## src/hdl/dgr_pkg.sv

```systemverilog
package dgr_pkg;

  localparam int MaxNodes = 32;
  localparam int NodeW    = $clog2(MaxNodes);
  localparam int CountW   = 6;

  typedef enum logic [1:0] {
    ACT_CLEAR = 2'd0,
    ACT_ADD   = 2'd1,
    ACT_DEL   = 2'd2,
    ACT_QUERY = 2'd3
  } action_e;

  typedef enum logic [1:0] {
    ST_IDLE,
    ST_EDGE,
    ST_SEARCH,
    ST_HOLD
  } state_e;

  typedef logic [MaxNodes-1:0] row_t;

  // Access request to the adjacency store
  typedef struct packed {
    logic             rd_en;
    logic [NodeW-1:0] rd_addr;
    logic             wr_en;
    logic [NodeW-1:0] wr_addr;
    row_t             wr_data;
    logic             clr;
  } adj_req_t;

endpackage

```

## src/hdl/dgr_adj_store.sv

```systemverilog
module dgr_adj_store
  import dgr_pkg::*;
(
  input  logic     clk_i,
  input  logic     rst_ni,
  input  adj_req_t req_i,
  output row_t     rd_row_o
);

  row_t                adj_mem_q [MaxNodes];
  logic [MaxNodes-1:0] row_vld_q;
  row_t                rd_data_q;
  logic                rd_vld_q;

  always_ff @(posedge clk_i) begin
    if (req_i.wr_en) begin
      adj_mem_q[req_i.wr_addr] <= req_i.wr_data;
    end
    if (req_i.rd_en) begin
      rd_data_q <= adj_mem_q[req_i.rd_addr];
    end
  end

  // A row never written since reset or the last clear reads as empty
  always_ff @(posedge clk_i or negedge rst_ni) begin
    if (!rst_ni) begin
      row_vld_q <= '0;
      rd_vld_q  <= 1'b0;
    end else begin
      if (req_i.clr) begin
        row_vld_q <= '0;
      end else if (req_i.wr_en) begin
        row_vld_q[req_i.wr_addr] <= 1'b1;
      end
      if (req_i.rd_en) begin
        rd_vld_q <= row_vld_q[req_i.rd_addr];
      end
    end
  end

  assign rd_row_o = rd_vld_q ? rd_data_q : '0;

endmodule

```

## src/hdl/directed_graph_reachability_top.sv

```systemverilog
// Channel   Direction  Handshake                      Payload
// s_axis    in         s_axis_tvalid / s_axis_tready  tuser: action, tdata: src_node, dst_node
// m_axis    out        m_axis_tvalid / m_axis_tready  tuser: bad_node, tdata: path_exists
// cfg       in         cfg_valid_i / cfg_ready_o      cfg_data_i: node_count
//
// One item at a time. Clear, rejected items and queries whose source equals the
// destination go straight to the hold state, add/delete pass through the edge state
// (read-modify-write of one row), other queries read the rows of reached nodes (at most 32)
// while searching: the single read port of the adjacency memory gives one row per cycle.
// Reset empties the graph at once through per-row valid bits; node_count = 32.
// A result waits in the output register; the next item runs meanwhile and holds in the core.
module directed_graph_reachability_top
  import dgr_pkg::*;
(
  input  logic              clk_i,
  input  logic              rst_ni,
  input  logic              s_axis_tvalid,
  output logic              s_axis_tready,
  input  logic [15:0]       s_axis_tdata,  // [4:0] src_node, [9:5] dst_node, rest zero
  input  logic [1:0]        s_axis_tuser,  // [1:0] action
  output logic              m_axis_tvalid,
  input  logic              m_axis_tready,
  output logic [7:0]        m_axis_tdata,  // [0] path_exists, rest zero
  output logic [0:0]        m_axis_tuser,  // [0] bad_node
  input  logic              cfg_valid_i,
  output logic              cfg_ready_o,
  input  logic [CountW-1:0] cfg_data_i
);

  state_e state_q, state_d;

  logic [CountW-1:0] node_count_q;
  logic [CountW-1:0] cnt;
  row_t              active;

  action_e           in_act;
  logic [NodeW-1:0]  in_src, in_dst;
  logic              in_bad, in_fire;

  action_e           act_q, act_d;
  logic [NodeW-1:0]  src_q, src_d, dst_q, dst_d;
  row_t              reach_q, reach_d, proc_q, proc_d;
  logic              rd_pend_q, rd_pend_d;
  logic              res_path_q, res_path_d, res_bad_q, res_bad_d;
  logic              m_valid_q, m_path_q, m_bad_q;
  logic              out_load;

  adj_req_t          adj_req;
  row_t              rd_row;
  row_t              merged, cand, pick_oh;
  logic [NodeW-1:0]  pick_idx;
  logic              hit, exhausted;

  function automatic row_t node_bit(logic [NodeW-1:0] n);
    return row_t'(1) << n;
  endfunction

  dgr_adj_store u_store (
    .clk_i    (clk_i),
    .rst_ni   (rst_ni),
    .req_i    (adj_req),
    .rd_row_o (rd_row)
  );

  // Configuration
  assign cfg_ready_o = 1'b1;

  always_ff @(posedge clk_i or negedge rst_ni) begin
    if (!rst_ni) begin
      node_count_q <= CountW'(MaxNodes);
    end else if (cfg_valid_i && cfg_ready_o) begin
      node_count_q <= cfg_data_i;
    end
  end

  assign cnt = (node_count_q > CountW'(MaxNodes)) ? CountW'(MaxNodes) : node_count_q;

  always_comb begin
    for (int i = 0; i < MaxNodes; i++) begin
      active[i] = (CountW'(i) < cnt);
    end
  end

  // Input decode
  assign in_act  = action_e'(s_axis_tuser);
  assign in_src  = s_axis_tdata[NodeW-1:0];
  assign in_dst  = s_axis_tdata[2*NodeW-1:NodeW];
  assign in_bad  = ({1'b0, in_src} >= cnt) || ({1'b0, in_dst} >= cnt);
  assign s_axis_tready = (state_q == ST_IDLE);
  assign in_fire = s_axis_tvalid && s_axis_tready;

  // Search frontier: merge the row that just arrived, then pick the lowest
  // reached node whose row was not read yet
  assign merged    = reach_q | (rd_pend_q ? (rd_row & active) : '0);
  assign cand      = merged & ~proc_q;
  assign pick_oh   = cand & (~cand + row_t'(1));
  assign hit       = merged[dst_q];
  assign exhausted = (cand == '0);

  always_comb begin
    pick_idx = '0;
    for (int i = 0; i < MaxNodes; i++) begin
      if (pick_oh[i]) begin
        pick_idx = pick_idx | NodeW'(i);
      end
    end
  end

  assign out_load = (state_q == ST_HOLD) && (!m_valid_q || m_axis_tready);

  // Next state
  always_comb begin
    state_d = state_q;
    unique case (state_q)
      ST_IDLE: begin
        if (in_fire) begin
          unique case (in_act)
            ACT_CLEAR:        state_d = ST_HOLD;
            ACT_ADD, ACT_DEL: state_d = in_bad ? ST_HOLD : ST_EDGE;
            ACT_QUERY:        state_d = (in_bad || in_src == in_dst) ? ST_HOLD : ST_SEARCH;
            default:          state_d = ST_HOLD;
          endcase
        end
      end
      ST_EDGE:   state_d = ST_HOLD;
      ST_SEARCH: begin
        if (hit || exhausted) begin
          state_d = ST_HOLD;
        end
      end
      ST_HOLD: begin
        if (out_load) begin
          state_d = ST_IDLE;
        end
      end
      default:   state_d = ST_IDLE;
    endcase
  end

  // Datapath and memory requests
  always_comb begin
    act_d      = act_q;
    src_d      = src_q;
    dst_d      = dst_q;
    reach_d    = reach_q;
    proc_d     = proc_q;
    rd_pend_d  = 1'b0;
    res_path_d = res_path_q;
    res_bad_d  = res_bad_q;
    adj_req    = '0;
    unique case (state_q)
      ST_IDLE: begin
        if (in_fire) begin
          act_d      = in_act;
          src_d      = in_src;
          dst_d      = in_dst;
          res_path_d = 1'b0;
          res_bad_d  = (in_act != ACT_CLEAR) && in_bad;
          unique case (in_act)
            ACT_CLEAR: adj_req.clr = 1'b1;
            ACT_ADD, ACT_DEL: begin
              adj_req.rd_en   = !in_bad;
              adj_req.rd_addr = in_src;
            end
            ACT_QUERY: begin
              if (!in_bad) begin
                reach_d    = node_bit(in_src);
                proc_d     = '0;
                res_path_d = (in_src == in_dst);
              end
            end
            default: ;
          endcase
        end
      end
      ST_EDGE: begin
        adj_req.wr_en   = 1'b1;
        adj_req.wr_addr = src_q;
        adj_req.wr_data = (act_q == ACT_ADD) ? (rd_row | node_bit(dst_q))
                                             : (rd_row & ~node_bit(dst_q));
      end
      ST_SEARCH: begin
        reach_d = merged;
        if (hit || exhausted) begin
          res_path_d = hit;
        end else begin
          adj_req.rd_en   = 1'b1;
          adj_req.rd_addr = pick_idx;
          proc_d          = proc_q | pick_oh;
          rd_pend_d       = 1'b1;
        end
      end
      ST_HOLD: ;
      default: ;
    endcase
  end

  always_ff @(posedge clk_i or negedge rst_ni) begin
    if (!rst_ni) begin
      state_q   <= ST_IDLE;
      rd_pend_q <= 1'b0;
      reach_q   <= '0;
      m_valid_q <= 1'b0;
    end else begin
      state_q   <= state_d;
      rd_pend_q <= rd_pend_d;
      reach_q   <= reach_d;
      if (out_load) begin
        m_valid_q <= 1'b1;
      end else if (m_axis_tready) begin
        m_valid_q <= 1'b0;
      end
    end
  end

  always_ff @(posedge clk_i) begin
    act_q      <= act_d;
    src_q      <= src_d;
    dst_q      <= dst_d;
    proc_q     <= proc_d;
    res_path_q <= res_path_d;
    res_bad_q  <= res_bad_d;
    if (out_load) begin
      m_path_q <= res_path_q;
      m_bad_q  <= res_bad_q;
    end
  end

  assign m_axis_tvalid = m_valid_q;
  assign m_axis_tdata  = {7'b0, m_path_q};
  assign m_axis_tuser  = m_bad_q;

  // Assertions
  a_proc_in_reach: assert property (@(posedge clk_i) disable iff (!rst_ni)
    (state_q == ST_SEARCH) |-> ((proc_q & ~reach_q) == '0))
    else $error("row read for a node outside the reached set");

  a_pend_has_read: assert property (@(posedge clk_i) disable iff (!rst_ni)
    rd_pend_q |-> $past(adj_req.rd_en))
    else $error("merge of a row that was never read");

  a_accept_leaves_idle: assert property (@(posedge clk_i) disable iff (!rst_ni)
    in_fire |=> (state_q != ST_IDLE))
    else $error("accepted transaction left no work");

  a_hold_loads_output: assert property (@(posedge clk_i) disable iff (!rst_ni)
    out_load |=> (m_valid_q && state_q == ST_IDLE))
    else $error("result not moved to output register");

endmodule
```

## config.mk

```make
export PLATFORM = sky130hd
export DESIGN_NAME = directed_graph_reachability_top
export DESIGN_NICKNAME = d
export VERILOG_FILES = /design/src/hdl/dgr_pkg.sv /design/src/hdl/dgr_adj_store.sv /design/src/hdl/directed_graph_reachability_top.sv
export SDC_FILE = /design/constraint.sdc
export NUM_CORES = 1
export LEC_CHECK = 0
export ABC_CLOCK_PERIOD_IN_PS = 11970
export BUFFER_PORTS_ARGS = -buffer_cell sky130_fd_sc_hd__buf_2
export CAP_MARGIN = 30
export CORE_UTILIZATION = 45
export CTS_CLUSTER_DIAMETER = 50
export DETAILED_ROUTE_END_ITERATION = 8
export MAX_ROUTING_LAYER = met4
export PLACE_DENSITY = 0.57
export SKIP_CTS_REPAIR_TIMING = 1
export SYNTH_ARGS = -nofsm -noshare
export SYNTH_HDL_FRONTEND = slang
export SYNTH_SLANG_ARGS = --single-unit
```

## constraint.sdc

```tcl
create_clock -name clk_i -period 11.97 [get_ports clk_i]
set_input_delay 2.394 -clock clk_i [delete_from_list [all_inputs] [get_ports clk_i]]
set_output_delay 2.394 -clock clk_i [all_outputs]
set_load 0.03 [all_outputs]
```

# [Yosys cells after proc, flatten, opt, wreduce, memory -nomap -nowiden]
# Memory sizes are Yosys's and may differ from the RTL's. A register that Yosys moved wholly into a read port is not among the register bits.
# Cells that the tools add are included.
[word_totals] memories=1 ff_bits=123 elab_cells=227 mem_bits_rw=1024 in_bits=29
[mem_list] memory="u_store.adj_mem_q" words=32 width=32 rd=1 rd_clocked_by_memory_dff=1 write_ports=1 line_no="dgr_adj_store.sv:10" rtl="row_t adj_mem_q [MaxNodes];"
[op_classes] n_bitwise=11 mux=121 addsub=1 n_lt_le_gt_ge=39 n_reduce_logical=23 eq_ne=14 shift=2
[op_table] operator="$mux W32" count=26
[op_table] operator="$and A32 B32 Y32" count=4
[op_table] operator="$or A32 B32 Y32" count=4
[op_table] operator="$pmux W32 S2" count=2
[op_table] operator="$mux W5" count=20
[op_table] operator="$lt A5 B6 Y1 const A" count=16
[op_table] operator="$not A32 Y32" count=3
[op_table] operator="$shl A1 B5 Y32 const A" count=2
[op_table] operator="$lt A4 B6 Y1 const A" count=8
[op_table] operator="$mux W6" count=8
[op_table] operator="$mux W38" count=1
[op_table] operator="$add A32 B1 Y32 const B" count=1
[op_table] operator="$logic_not A32 Y1" count=1
[op_table] operator="$mux W1" count=32
[op_table] operator="$mux W4" count=8
[op_table] operator="$mux W2" count=13
[op_table] operator="$lt A3 B6 Y1 const A" count=4
[op_table] operator="$lt A5 B6 Y1 const B" count=3
[op_table] operator="$ge A5 B6 Y1" count=2
[op_table] operator="$lt A1 B6 Y1 const A" count=2
[op_table] operator="$lt A2 B6 Y1 const A" count=2
[op_table] operator="$mux W3" count=4
[op_table] operator="$pmux W6 S2" count=1
[op_table] operator="$bmux W1 S5" count=2
[op_table] operator="other kinds (21)" count=42

# [Depth between registers and ports, before layout]
[logic_depth] depth_word=46 depth_mapped=19 mapped_depth_nobuf=14

# [Cells and area by module]
# From an unflattened synthesis, not the netlist that was laid out.
[unflattened] cells_unflattened=2577 area_unflattened_um2=48552.8
[by_module_without_submodules] module="dgr_adj_store" n_inst=1 cells_per_inst=1707 area_each_um2=41463.5
[by_module_without_submodules] module="directed_graph_reachability_top" n_inst=1 cells_per_inst=870 area_each_um2=7089.3

# [Worst setup path after synthesis]
# No wires, ideal clock.
[synth_timing] kind="input -> register" from="input s_axis_tdata[0]" to="register proc_q[0] (enable)" n_path_buf=2 arrival_time_ps=5813 cell_stages=12 setup_slack_ps=5725 setup_ps=432 path_cell_list="clkbuf_1 > inv_1 > ha_1 > nand2b_1 > a21o_1 > a21oi_1 > nor2b_1 > o21ai_0 > a31o_2 > a31oi_1 > clkbuf_1 > a21oi_1"
[synth_between] elab_chain_cells=4
[synth_lines] element="from (decl)" line_no="directed_graph_reachability_top.sv:19" rtl="input logic [15:0] s_axis_tdata,"
[synth_lines] element="$ge A5 B6 Y1" line_no="directed_graph_reachability_top.sv:88" rtl="assign in_bad = ({1'b0, in_src} >= cnt) || ({1'b0, in_dst} >= cnt);"
[synth_lines] element="$logic_or A1 B1 Y1" line_no="directed_graph_reachability_top.sv:88"
[synth_lines] element="$ne A2 B2 Y1 (no source line)"
[synth_lines] element="$reduce_and A5 Y1 (no source line)"
[synth_lines] element="to (signal assigned)" line_no="directed_graph_reachability_top.sv:220" rtl="proc_q <= proc_d;"
[synth_lines] element="to (decl)" line_no="directed_graph_reachability_top.sv:42" rtl="row_t reach_q, reach_d, proc_q, proc_d;"
# Every way passes these cells.
# A chain may end at the register's enable or synchronous reset.

# [Worst setup path in the final report]
[layout_timing] from="register node_count_q[0]" to="register u_store.rd_data_q[13] (read register of u_store.adj_mem_q), data pin"
[layout_between] elab_chain_cells=44 word_cells_on_any_way=88 classes_between="add/sub (1); order compare (35); mux (43); bitwise (5); reduce/logical (4)"
[layout_lines] element="from (decl)" line_no="directed_graph_reachability_top.sv:32" rtl="logic [CountW-1:0] node_count_q;"
[layout_lines] element="from (signal assigned)" line_no="directed_graph_reachability_top.sv:70" rtl="node_count_q <= CountW'(MaxNodes);"
[layout_lines] element="from (signal assigned)" line_no="directed_graph_reachability_top.sv:72" rtl="node_count_q <= cfg_data_i;"
[layout_lines] element="$gt A6 B6 Y1" line_no="directed_graph_reachability_top.sv:76" rtl="assign cnt = (node_count_q > CountW'(MaxNodes)) ? CountW'(MaxNodes) : node_count_q;"
[layout_lines] element="$mux W6 *" line_no="directed_graph_reachability_top.sv:76"
[layout_lines] element="$lt A1 B6 Y1" line_no="directed_graph_reachability_top.sv:80" rtl="active[i] = (CountW'(i) < cnt);"
[layout_lines] element="$and A32 B32 Y32" line_no="directed_graph_reachability_top.sv:94" rtl="assign merged = reach_q | (rd_pend_q ? (rd_row & active) : '0);"
[layout_lines] element="$mux W32" line_no="directed_graph_reachability_top.sv:94"
[layout_lines] element="$or A32 B32 Y32" line_no="directed_graph_reachability_top.sv:94"
[layout_lines] element="$and A32 B32 Y32" line_no="directed_graph_reachability_top.sv:95" rtl="assign cand = merged & ~proc_q;"
[layout_lines] element="$not A32 Y32" line_no="directed_graph_reachability_top.sv:96" rtl="assign pick_oh = cand & (~cand + row_t'(1));"
[layout_lines] element="[2 not listed]"
[layout_lines] element="$mux W1" line_no="directed_graph_reachability_top.sv:103" rtl="if (pick_oh[i]) begin"
[layout_lines] element="$mux W2 (2 in series)" line_no="directed_graph_reachability_top.sv:103"
[layout_lines] element="$mux W3 (4 in series)" line_no="directed_graph_reachability_top.sv:103"
[layout_lines] element="$mux W4 (8 in series)" line_no="directed_graph_reachability_top.sv:103"
[layout_lines] element="$mux W5 (16 in series)" line_no="directed_graph_reachability_top.sv:103"
[layout_lines] element="$mux W6" line_no="directed_graph_reachability_top.sv:184" rtl="if (hit || exhausted) begin"
[layout_lines] element="$mux W6" line_no="directed_graph_reachability_top.sv:151" rtl="unique case (state_q)"
[layout_lines] element="$pmux W6 S2 *" line_no="directed_graph_reachability_top.sv:151"
[layout_lines] element="to (decl)" line_no="dgr_adj_store.sv:12" rtl="row_t rd_data_q;"
# Mark *: on every way between the ends. The rest lies on a longest branch, timed or not. The select of a mux whose other input is x is not followed.

==> results <==
- The sink count of the clock tree is 1179.
- From synthesis to final layout, the design area changed by 12.4%.
- The library cell used most frequently in the layout, excluding fill and tap cells, is edfxtp_1.
- The residual DRC count is 0.
- edfxtp_1 takes more of the synthesized area than any other cell.
- A synthesized cell averages between 10 and 15 sq um.
- The run finished with clean final reports.
- The post-layout minimum cycle time is 7.16 ns.
- The number of endpoints with negative hold slack in the final report is 0.
- The signal on the critical path passes through nor4_1, a2111oi_0, a211oi_1, nand4_1, nor2_2, nand4_1, o2111ai_1, o21a_4, buf_12, buf_12, mux2i_1, mux2i_1, mux2i_1, o221a_2.
- The slowest stage cell on the critical path is o21a_4.
- The worst setup slack for register-to-register paths is 4.81 ns.
- The worst endpoint required time is 12.57 ns.
- The maximum fanout count along the critical path is 136.
- In the synthesized netlist the dominant register cell turns out to be edfxtp_1.
- Clock latency on the worst-skew pair, taken at its later pin, is between 0.7 and 0.8 ns.
- At the end of routability-driven placement, the weighted congestion stood at 0.990.
- The first global-routing pass estimated 219000 um of wire.
- The register clock-pin slew on the reported worst setup and hold paths is roughly 0.060 ns.
- The library cells used most frequently in the layout, excluding fill and tap cells, are 1104 x edfxtp_1, 1067 x nand2_1, 760 x nand3_1, 178 x a21oi_1, 139 x clkbuf_16.
- The per-cell routed wire length is 26.1 um.
- The number of diodes is 0.
- The number of design-rule violations left by the first detailed-router iteration is 3997.
- The measured slew at the worst slew-check pin is 1.09 ns.
- The fmax is 0.140 GHz.
- The type of the worst min-delay path is flop to flop.
- The setup path with the least slack is of type flop to flop.
- The total power after layout is 14300 uW.
- The core box area is 0.111 sq mm.
- The number of buffer cells added on primary ports is 26.
- The largest single stage delay on the critical path is 0.71 ns.
- Counting along the longest clock path gives a buffer depth of 3.
- The gate count of the mapped netlist is 4217.
- The headroom to the max-slew limit is 26.8%.
- The worst IR drop on VDD is roughly 0.22 mV.
- The number of flops mapped to enable cells by yosys is around 1100.
- The starting utilization of the core area is 45.5%.
- For this run, the number of Yosys warnings is 0.
- The area enclosed by the die boundary is between 0.1 and 0.15 sq mm.
- The worst hold path begins at res_bad_q.
- For this run the aggregate overflow at the end of global routing stands at 0.
- TritonCTS built the clock tree.
- The cell at the root of the clock tree is clkbuf_16.
- Buffers inserted during clock tree synthesis total 135.
- The global-route usage over all layers is about 27%.
- The data arrival time of the critical path is 7.75 ns.
- The count of nets left with antenna violations once routing finished came out at 0.
- The async set or reset register ratio after synthesis is 6.36%.
- The fraction of final layout cells with drive strength greater than 1 is 10.0%.
- The count of pins over their slew limit is 0.
- The number of antenna violations at the first check in global routing is 1.
- The net count of the finished layout is 4258.
- The via total after detailed routing is 34363.
- The width of the chip is 337 um.
- The largest net degree at the start of global routing is 187.
- The post-synthesis instance area is between 0.05 and 0.06 sq mm.
- The post-route setup TNS is 0 ns.
- The length of the first detailed-routing pass in iterations is 6.
- The critical register-to-register path startpoint is node_count_q[0].
- The floorplan has around 120 rows.
- The final setup violation count is 0.
- The max-cap violation count is 0.
- The deepest level of the CTS H-tree is 4.
- Tracing the worst setup path back leads to its startpoint at node_count_q[0].
- The via density per instance is roughly 5.9.
- The cell family contributing the most delay on the critical path is compound AO/OA/AOI/OAI gates.
- The critical path endpoint category is a flop.
- The launching element type of the critical path is a flop.
- The fraction of the yosys area taken by sequential cells is 69.5%.
- Measured along the y axis, the die boundary spans 337 um.
- In this run the count of I/O pins placed on the die edge is 41.
- The final critical path takes up 59.8% of the cycle.
- The half-perimeter wire length of the detailed placement result is 80200 um.
- The count of state elements after synthesis is 1179.
- The power per unit of standard cell area is 253 mW/mm^2.
- Across the routed clock network, the largest skew measured is 0.0194 ns.
- After synthesis, the netlist uses 90 different library cells.
- Setup repair after global routing left no endpoint under its margin.
- Among the stages of the critical path, the cell type that occurs most often is mux2i_1.
- The worst path buffer plus inverter count is 2.
- After synthesis, the largest area contributor takes up 65.8% of total cell area.
- The number of global-route vias before repair is 31886.
- For this block, the routed nets add up to 152000 um of wire.
- The leakage power total is 0.0197 uW.
- Yosys attributes the largest share of cell area to edfxtp_1 66%, nand2_1 8.0%, nand3_1 7.5%.
==> through the flow <==
step	utilization, %	hold WS (ns)	worst slack (ns)	instances	instance area [sq um]
2_1_floorplan	-	0.400	5.73	4223	50400
3_3_place_gp	47.3	0.409	4.60	5552	52400
3_5_place_dp	47.4	0.420	4.60	5561	52500
4_1_cts	51.1	0.432	4.97	5801	56600
5_1_grt	51.1	0.433	4.59	5803	56700
6_report	51.1	0.430	4.81	5803	56700
==> synthesized netlist by cell type, drive strengths merged (5+ instances only) <==
cell    number
edfxtp    1104
nand2     1069
nand3      761
a21oi      181
buf        177
clkbuf     111
nor2       103
dfrtp       74
mux2i       65
o21a        65
o21ai       39
nor2b       36
nor3        33
or4         31
a21boi      30
a31oi       30
o211ai      27
nand2b      26
inv         22
ha          17
a211oi      14
nand4       14
a22oi       12
a41oi       11
and2        11
nor4         9
or3          9
and3         7
o21bai       7
or2          7
a21o         6
o31ai        6
a311o        5
mux2         5
o221a        5
o311a        5
==> flip-flops by register name, summed over array words and instances, names as in the netlist, 2 cells and up <==
name and flops:
u_store.adj_mem_q 1024, reach_q 32, proc_q 32, state_q 2, act_q 2, src_q 5
dst_q 5, u_store.rd_data_q 32, node_count_q 6, u_store.row_vld_q 32
==> final cells by class <==
cell class | instances | area (sq um)
fillers | 9604 | 54100
flip-flops and latches | 1179 | 35000
multi-input cells | 2733 | 14400
clock buffers | 171 | 3600
well taps | 1488 | 1860
repair buffers | 140 | 1170
clock inverters | 69 | 527
inverters | 23 | 86.3
==> where the power goes <==
group	total [uW]	internal (uW)	switching, uW
sequential	5460	5190	270
combinational	4990	1470	3520
clock	3880	2230	1650
==> path summary, 6_finish.rpt <==
kind / end / depth (start not counted)
worst max-delay path: u_store.rd_data_q[13] / 14
worst min-delay path: m_axis_tuser / 0
worst max register to register: u_store.rd_data_q[13] / 14
worst min register to register: m_axis_tuser / 0
max in group asynchronous: u_store.rd_vld_q / 2
min in group asynchronous: state_q[0] / 1
==> routing by layer <==
metal	share of wire, %	vias to the layer above	global-route usage, %
met5	0	-	-
met4	3.5	0	10.1
met3	8.2	255	3.96
met2	46	1522	41.2
met1	43	17171	38.1
li1	-	15415	-
==> cells by family after synthesis <==
group	Yosys count	synth area share (%)
adders and majority gates	17	0.422
and+or+nand+nor	2134	19.0
other	2	0.0149
AOI/OAI and AO/OA	496	6.57
buffers and inverters	311	2.93
DFF	1179	69.5
xor gates and xnor gates	5	0.0869
muxes	73	1.54
Note: power is estimated with default switching activity, not from simulation.
